## config.mk

```make
export PLATFORM = sky130hd
export DESIGN_NAME = lru_key_value_cache
export DESIGN_NICKNAME = d
export VERILOG_FILES = /design/src/design/lkv_pkg.sv /design/src/design/lkv_plan.sv /design/src/design/lru_key_value_cache.sv
export SDC_FILE = /design/constraint.sdc
export NUM_CORES = 2
export LEC_CHECK = 0
export ABC_AREA = 1
export BUFFER_PORTS_ARGS = -buffer_cell sky130_fd_sc_hd__buf_2
export CELL_PAD_IN_SITES_DETAIL_PLACEMENT = 1
export CELL_PAD_IN_SITES_GLOBAL_PLACEMENT = 1
export CORE_MARGIN = 8
export CORE_UTILIZATION = 30
export DETAILED_ROUTE_END_ITERATION = 6
export PLACE_DENSITY = 0.59
export SYNTH_ARGS = -nofsm -noshare
export SYNTH_HDL_FRONTEND = slang
export SYNTH_SLANG_ARGS = --single-unit
```

## constraint.sdc

```tcl
create_clock -name clk -period 5.7 [get_ports clk]
set_input_delay 1.14 -clock clk [delete_from_list [all_inputs] [get_ports clk]]
set_output_delay 1.14 -clock clk [all_outputs]
set_load 0.03 [all_outputs]
```

## src/design/lkv_pkg.sv

```systemverilog
// shared types and constants for the lru key-value cache
`default_nettype none
package lkv_pkg;

  localparam int DEPTH   = 16;
  localparam int AGE_W   = (DEPTH > 1) ? $clog2(DEPTH) : 1;
  localparam int CNT_W   = $clog2(DEPTH + 1);
  localparam int CAP_W   = 5;
  localparam int CMP_W   = (CAP_W > CNT_W) ? CAP_W : CNT_W;
  localparam int KEY_W   = 32;
  localparam int VAL_W   = 32;

  localparam logic [CAP_W-1:0] CAP_RESET = CAP_W'(16);

  localparam logic KIND_GET = 1'b0;
  localparam logic KIND_PUT = 1'b1;

  localparam logic [VAL_W-1:0] MISS_VALUE = '1;

  typedef struct packed {
    logic                    kind;
    logic signed [KEY_W-1:0] key;
    logic signed [VAL_W-1:0] value;
  } req_t;

  typedef struct packed {
    logic                    hit;
    logic signed [VAL_W-1:0] read_value;
  } rsp_t;

  // what one transaction does to the slot store
  typedef struct packed {
    logic             found;
    logic [DEPTH-1:0] hit_sel;
    logic [DEPTH-1:0] tgt;
    logic             update;
    logic             write;
    logic             admit;
    logic [CNT_W-1:0] thresh;
  } plan_t;

endpackage
`default_nettype wire

```

## src/design/lkv_plan.sv

```systemverilog
// lookup, free slot and victim selection for one transaction
`default_nettype none
module lkv_plan (
  input  wire logic                                     req_kind,
  input  wire logic [lkv_pkg::KEY_W-1:0]                req_key,
  input  wire logic [lkv_pkg::DEPTH-1:0]                slot_valid,
  input  wire logic [lkv_pkg::DEPTH-1:0][lkv_pkg::KEY_W-1:0] slot_key,
  input  wire logic [lkv_pkg::DEPTH-1:0][lkv_pkg::AGE_W-1:0] slot_age,
  input  wire logic [lkv_pkg::CNT_W-1:0]                used,
  input  wire logic [lkv_pkg::CNT_W-1:0]                eff_cap,
  output lkv_pkg::plan_t                                plan
);
  import lkv_pkg::*;

  logic [DEPTH-1:0] match;
  logic [DEPTH-1:0] empty;
  logic [DEPTH-1:0] free_sel;
  logic [DEPTH-1:0] victim;
  logic [AGE_W-1:0] hit_age;
  logic [CNT_W-1:0] used_m1;
  logic             fill;

  assign used_m1  = used - CNT_W'(1);
  assign empty    = ~slot_valid;
  assign free_sel = empty & (~empty + DEPTH'(1));
  assign fill     = (used < eff_cap) && (|empty);

  always_comb begin
    hit_age = '0;
    for (int i = 0; i < DEPTH; i++) begin
      match[i]  = slot_valid[i] && (slot_key[i] == req_key);
      // ages of valid slots are a permutation of 0..used-1
      victim[i] = slot_valid[i] && (slot_age[i] == used_m1[AGE_W-1:0]);
      if (match[i]) begin
        hit_age = hit_age | slot_age[i];
      end
    end
  end

  always_comb begin
    plan.found   = |match;
    plan.hit_sel = match;
    plan.write   = (req_kind == KIND_PUT);
    plan.update  = plan.found || plan.write;
    plan.admit   = plan.write && !plan.found && fill;
    if (plan.found) begin
      plan.tgt    = match;
      plan.thresh = CNT_W'(hit_age);
    end else if (fill) begin
      plan.tgt    = free_sel;
      plan.thresh = used;
    end else begin
      plan.tgt    = victim;
      plan.thresh = used_m1;
    end
  end

endmodule
`default_nettype wire

```

## src/design/lru_key_value_cache.sv

```systemverilog
// top level of the fully associative lru key-value cache
`default_nettype none
// Fully associative key-value cache of lkv_pkg::DEPTH slots with
// least-recently-used replacement. A transaction (get or put) is taken
// at a clock edge with start high and busy low; one may be taken every
// cycle. Each transaction gives exactly one result, on out_rsp with
// out_valid high for one cycle, from the result register behind the
// request register, in order. The receiver cannot hold results off.
// The work for one transaction lies between the request register and
// the result register: a parallel key compare over all slot registers
// plus the age update, so the throughput is one transaction per cycle.
// busy is high only while reset is applied and in the cycle after.
// Capacity is written through cfg_we/cfg_wdata while the cache is idle;
// zero acts as one, values above DEPTH act as DEPTH. Lowering it never
// drops entries, later put misses simply evict.
module lru_key_value_cache (
  input  wire logic                       clk,
  input  wire logic                       rst_n,
  input  wire logic                       start,
  output logic                            busy,
  input  wire lkv_pkg::req_t              in_req,
  output logic                            out_valid,
  output lkv_pkg::rsp_t                   out_rsp,
  input  wire logic                       cfg_we,
  input  wire logic [lkv_pkg::CAP_W-1:0]  cfg_wdata
);
  import lkv_pkg::*;

  // control
  logic             busy_r;
  logic             req_vld_r;
  logic             out_valid_r;
  logic [CAP_W-1:0] cap_r;
  logic [CNT_W-1:0] used_r;
  logic [CNT_W-1:0] used_nxt;
  logic [CNT_W-1:0] eff_cap;
  logic             accept;

  // request and result registers
  req_t req_r;
  rsp_t rsp_r;
  rsp_t rsp_nxt;

  // slot store
  logic [DEPTH-1:0]            slot_valid_r;
  logic [DEPTH-1:0][KEY_W-1:0] slot_key_r;
  logic [DEPTH-1:0][VAL_W-1:0] slot_value_r;
  logic [DEPTH-1:0][AGE_W-1:0] slot_age_r;

  plan_t            plan;
  logic [VAL_W-1:0] hit_value;

  assign accept    = start && !busy_r;
  assign busy      = busy_r;
  assign out_valid = out_valid_r;
  assign out_rsp   = rsp_r;

  // clamp capacity to 1..DEPTH
  always_comb begin
    if (CMP_W'(cap_r) == CMP_W'(0)) begin
      eff_cap = CNT_W'(1);
    end else if (CMP_W'(cap_r) > CMP_W'(DEPTH)) begin
      eff_cap = CNT_W'(DEPTH);
    end else begin
      eff_cap = CNT_W'(cap_r);
    end
  end

  lkv_plan u_plan (
    .req_kind   (req_r.kind),
    .req_key    (req_r.key),
    .slot_valid (slot_valid_r),
    .slot_key   (slot_key_r),
    .slot_age   (slot_age_r),
    .used       (used_r),
    .eff_cap    (eff_cap),
    .plan       (plan)
  );

  // stored value of the matching slot, at most one matches
  always_comb begin
    hit_value = '0;
    for (int i = 0; i < DEPTH; i++) begin
      if (plan.hit_sel[i]) begin
        hit_value = hit_value | slot_value_r[i];
      end
    end
  end

  always_comb begin
    rsp_nxt.hit = plan.found;
    if (req_r.kind == KIND_PUT) begin
      rsp_nxt.read_value = '0;
    end else if (plan.found) begin
      rsp_nxt.read_value = hit_value;
    end else begin
      rsp_nxt.read_value = MISS_VALUE;
    end
  end

  assign used_nxt = (req_vld_r && plan.admit) ? used_r + CNT_W'(1) : used_r;

  // control registers
  always_ff @(posedge clk) begin
    if (!rst_n) begin
      busy_r      <= 1'b1;
      req_vld_r   <= 1'b0;
      out_valid_r <= 1'b0;
      cap_r       <= CAP_RESET;
      used_r      <= '0;
    end else begin
      busy_r      <= 1'b0;
      req_vld_r   <= accept;
      out_valid_r <= req_vld_r;
      used_r      <= used_nxt;
      if (cfg_we) begin
        cap_r <= cfg_wdata;
      end
    end
  end

  // request and result payload
  always_ff @(posedge clk) begin
    if (accept) begin
      req_r <= in_req;
    end
    if (req_vld_r) begin
      rsp_r <= rsp_nxt;
    end
  end

  // valid bits and ages, the target becomes most recent
  always_ff @(posedge clk) begin
    if (!rst_n) begin
      slot_valid_r <= '0;
      slot_age_r   <= '0;
    end else if (req_vld_r && plan.update) begin
      for (int i = 0; i < DEPTH; i++) begin
        if (plan.tgt[i]) begin
          slot_age_r[i] <= '0;
          if (plan.admit) begin
            slot_valid_r[i] <= 1'b1;
          end
        end else if (slot_valid_r[i] && (CNT_W'(slot_age_r[i]) < plan.thresh)) begin
          slot_age_r[i] <= slot_age_r[i] + AGE_W'(1);
        end
      end
    end
  end

  // keys and values, no reset
  always_ff @(posedge clk) begin
    if (req_vld_r && plan.write) begin
      for (int i = 0; i < DEPTH; i++) begin
        if (plan.tgt[i]) begin
          slot_key_r[i]   <= req_r.key;
          slot_value_r[i] <= req_r.value;
        end
      end
    end
  end

`ifndef SYNTHESIS
  a_used_bound: assert property (@(posedge clk) disable iff (!rst_n)
    used_r <= CNT_W'(DEPTH))
    else $error("used count above depth");

  a_used_matches_valid: assert property (@(posedge clk) disable iff (!rst_n)
    $countones(slot_valid_r) == int'(used_r))
    else $error("used count differs from valid slots");

  a_single_match: assert property (@(posedge clk) disable iff (!rst_n)
    req_vld_r |-> $onehot0(plan.hit_sel))
    else $error("key present in more than one slot");

  a_result_follows: assert property (@(posedge clk) disable iff (!rst_n)
    req_vld_r |=> out_valid)
    else $error("transaction produced no result");

  a_put_target: assert property (@(posedge clk) disable iff (!rst_n)
    (req_vld_r && plan.write) |-> $onehot(plan.tgt))
    else $error("put without a single target slot");
`endif

endmodule
`default_nettype wire

```

==> results.md <==
* Initial core utilization at 0.3015
* Asr flop ratio synth at 0
* Die width at 450.0 µm
* Area Growth Syn to Fin at 15.73%
* R2R Path Start: req_r[44]$_DFFE_PP_
* CTS clk-pin slew, worst paths at 0.06 ns
* Fin area at 65400 µm²
* CP max FO at 33
* Part of the power in registers at 0.490
* Grt total ovfl at 0
* Worst Path Arrival at 5.67 ns
* Inserted Clock Buffers at 138
* Io pins at 109
* DP HPWL at 139.9 mm
* Leak at 25.00 nW
* Latest clock arrival within the worst-skew pair at 0.82 ns
* CTS resizes at 0
* Worst hold slack at 0.4999 ns
* CTS tree: built
* CP Data Required Time at 6.39 ns
* Average wire per standard cell at 27.01 µm
* Vias in the first global route at 44740
* Worst Setup EP: slot_age_r[11]$_SDFFE_PN0P_
* Crit share post-route at 0.8746
* Final Slew Violations at 0
* Cell Rows at 159
* CTS Sinks at 1215
* Remaining antenna violation count after routing at 0
* Synth top area share at 0.5962
* Least-Margin Pin Slew at 1.140 ns
* Layout cell share with drive strength beyond 1 at 0.1001
* DIE HEIGHT at 450.0 µm
* # port buffers at 108
* Antenna violations before repair at 11
* Via Count at 43080
* Synth cell types at 51
* Worst rel slew slack at 0.2348
* Synth warn at 0
* Max Cap Viol at 0
* Final wirelength at 224.8 mm
* Largest net degree at the start of global routing at 66
* VDD IR-drop max at 0.2581 mV
* P per Cell Area at 307.8 nW/µm²
* Sequential-to-total area share from yosys stat at 0.6292
* Comb power frac at 0.052
* Top_reg_cell synth: edfxtp_1
* Clock network power share at 0.458
* DR iter-0 viols at 3969
* Origin of the worst setup path: req_r[44]$_DFFE_PP_
* Yosys reg bits at 1215
* Layout Skew at 0.04027 ns
* Synth top area cells: edfxtp_1, nand2_1, nor2_1
* Reg-to-reg setup timing slack at 0.72 ns
* CORE AREA at 187400 µm²
* Cell Int Power at 15.32 mW
* Final GP Congestion at 0.9022
* Avg Inst Size Synth at 10.27 µm²
* Switching Fraction at 0.2388
* FF-to-FF End: slot_age_r[11]$_SDFFE_PN0P_
* First-pass GRT wire length at 320.7 mm
* Status: finished, final reports clean
* DRC at 0
* Worst R2R Path Depth at 21
* Cells after Synth at 5504
* Via density at 5.175
* Root Buffer: clkbuf_16
* RSZ-0062 raised after global routing: no
* Total die area at 202500 µm²
* Mapped Nets at 5648
* Yosys top cell by area: edfxtp_1
* Final TNS setup at 0 ns
* Max Buffers Root-to-Sink at 3
* CP startpoint kind: flop
* P_sw at 4.805 mW
* EDFF count, synth at 1122
* Placed instance area at 60770 µm²
* Crit end category: flop
* Hold WC Path Type: in2reg
* Net count reported at finish at 5860
* Final Hold Fails at 0
* Setup WS pre-CTS at 0.7737 ns
* Fin worst setup slack at 0.7150 ns
* Hold buffers post-CTS at 0
* Detailed-router iteration count before antenna repair at 5
* H-tree Lvls at 4
* # setup viols final at 0
* Cell Area, Synth at 56510 µm²
* Number of setup buffers added after CTS at 0
* Max Clk Rate at 0.2006 GHz
* Final min period at 4.985 ns
* Tot GR Track Use at 0.2148
* Critical path class: reg2reg
[worst min path at each step]
stage                                        end  slack, ns  cells past startpoint                    from
after floorplan           used_r[3]$_SDFFE_PN0P_       0.47                      1  used_r[3]$_SDFFE_PN0P_
after global placement      req_vld_r$_SDFF_PN0_       0.50                      1            busy$_DFF_P_
after detailed placement    req_vld_r$_SDFF_PN0_       0.51                      1            busy$_DFF_P_
after CTS                    req_r[56]$_DFFE_PP_       0.43                      1              in_req[56]
after global routing         req_r[56]$_DFFE_PP_       0.46                      1              in_req[56]
final                        req_r[56]$_DFFE_PP_       0.50                      1              in_req[56]
[Yosys cell counts, types with 68 or more instances]
library cell,count
buf_2,68
clkbuf_1,68
dfxtp_1,93
nand2_1,1566
a21oi_1,122
xor2_1,77
o21ai_0,114
a22o_1,195
nand4_1,91
inv_1,509
ha_1,70
xnor2_1,116
nand3_1,171
edfxtp_1,1122
nor2_1,642
[cell families after synthesis]
kind of cell,synth area share
adders and majority gates,0.01550
AOI/OAI and AO/OA,0.07869
xor gates and xnor gates,0.02991
DFF,0.6292
buffers and inverters,0.05177
and+or+nand+nor,0.1949
[power groups by stage]
stage	Combinational (mW)	Sequential, mW	Clock [mW]
2_1_floorplan	0.528	10.1	0
3_3_place_gp	1.03	10.0	0
3_5_place_dp	1.04	10.1	0
4_1_cts	1.05	9.86	9.39
5_1_grt	1.13	9.87	9.65
6_report	1.05	9.86	9.21
[routing by layer]
layer / global-route usage / routed length, µm
met2: 0.3503 / 104100
met1: 0.2937 / 99260
met3: 0.03044 / 13740
met4: 0.07391 / 7708
met5: 0 / 13
[worst max-delay path: stages, from the launching register on]
cell and delay, ns:
edfxtp_1 0.86, buf_4 0.59, xor2_1 0.21, or2_1 0.24
nor2_1 0.18, nand3_1 0.16, nor2_4 0.26, buf_4 0.60
a22o_1 0.23, nor4_1 0.05, nand3_1 0.07, o21ai_1 0.08
buf_4 0.24, ha_1 0.30, nand2_1 0.10, nor2_1 0.05
nor2_1 0.15, nand2_1 0.11, nand2_1 0.16, nand3_1 0.10
nand2_1 0.09, nor2_1 0.04
[registers in the layout, indices dropped and copies added, names as in the netlist]
name	cells
slot_age_r	64
req_r	65
slot_key_r	512
cap_r	5
slot_valid_r	16
out_valid	1
out_rsp	33
busy	1
slot_value_r	512
req_vld_r	1
used_r	5
[cell type report]
type	instances	area [µm²]
diodes	5	12.51
clock buffers	170	3626
clock inverters	78	992.2
fillers	21070	122000
inverters	549	2063
multi-input cells	3569	18230
flip-flops and latches	1215	35560
well taps	2495	3122
repair buffers	243	1792
[cells in the final DEF, fill, tap and decap left out, types with 15 or more instances in the layout]
| cell | netlist | routed |
|---|---|---|
| o21ai_1 | 30 | 33 |
| nand2_1 | 1566 | 1565 |
| clkbuf_16 | 0 | 140 |
| nor2_1 | 642 | 627 |
| buf_2 | 68 | 108 |
| nand3_1 | 171 | 171 |
| nand2_2 | 17 | 18 |
| clkbuf_1 | 68 | 29 |
| xor2_1 | 77 | 76 |
| o22ai_1 | 33 | 33 |
| buf_12 | 0 | 19 |
| a221oi_1 | 67 | 67 |
| o21ai_0 | 114 | 111 |
| nand4_1 | 91 | 91 |
| a41oi_1 | 32 | 32 |
| clkinv_2 | 0 | 15 |
| ha_1 | 70 | 70 |
| nor4_1 | 46 | 46 |
| inv_2 | 39 | 40 |
| or2_2 | 24 | 24 |
| bufinv_16 | 0 | 15 |
| inv_1 | 509 | 508 |
| nor2_4 | 5 | 32 |
| a22o_1 | 195 | 195 |
| a21oi_1 | 122 | 120 |
| xnor2_1 | 116 | 116 |
| buf_4 | 24 | 116 |
| edfxtp_1 | 1122 | 1122 |
| nor3_1 | 42 | 42 |
| clkinv_1 | 0 | 24 |
| dfxtp_1 | 93 | 92 |
[metrics by stage]
stage	power, mW	util	instances
6_report	20.13	0.3490	8324
4_1_cts	20.29	0.3489	8319
2_1_floorplan	10.58	-	5504
3_5_place_dp	11.09	0.3243	8071
3_3_place_gp	11.08	0.3243	8071
5_1_grt	20.65	0.3489	8321
Power figures use the tool's default switching activity.
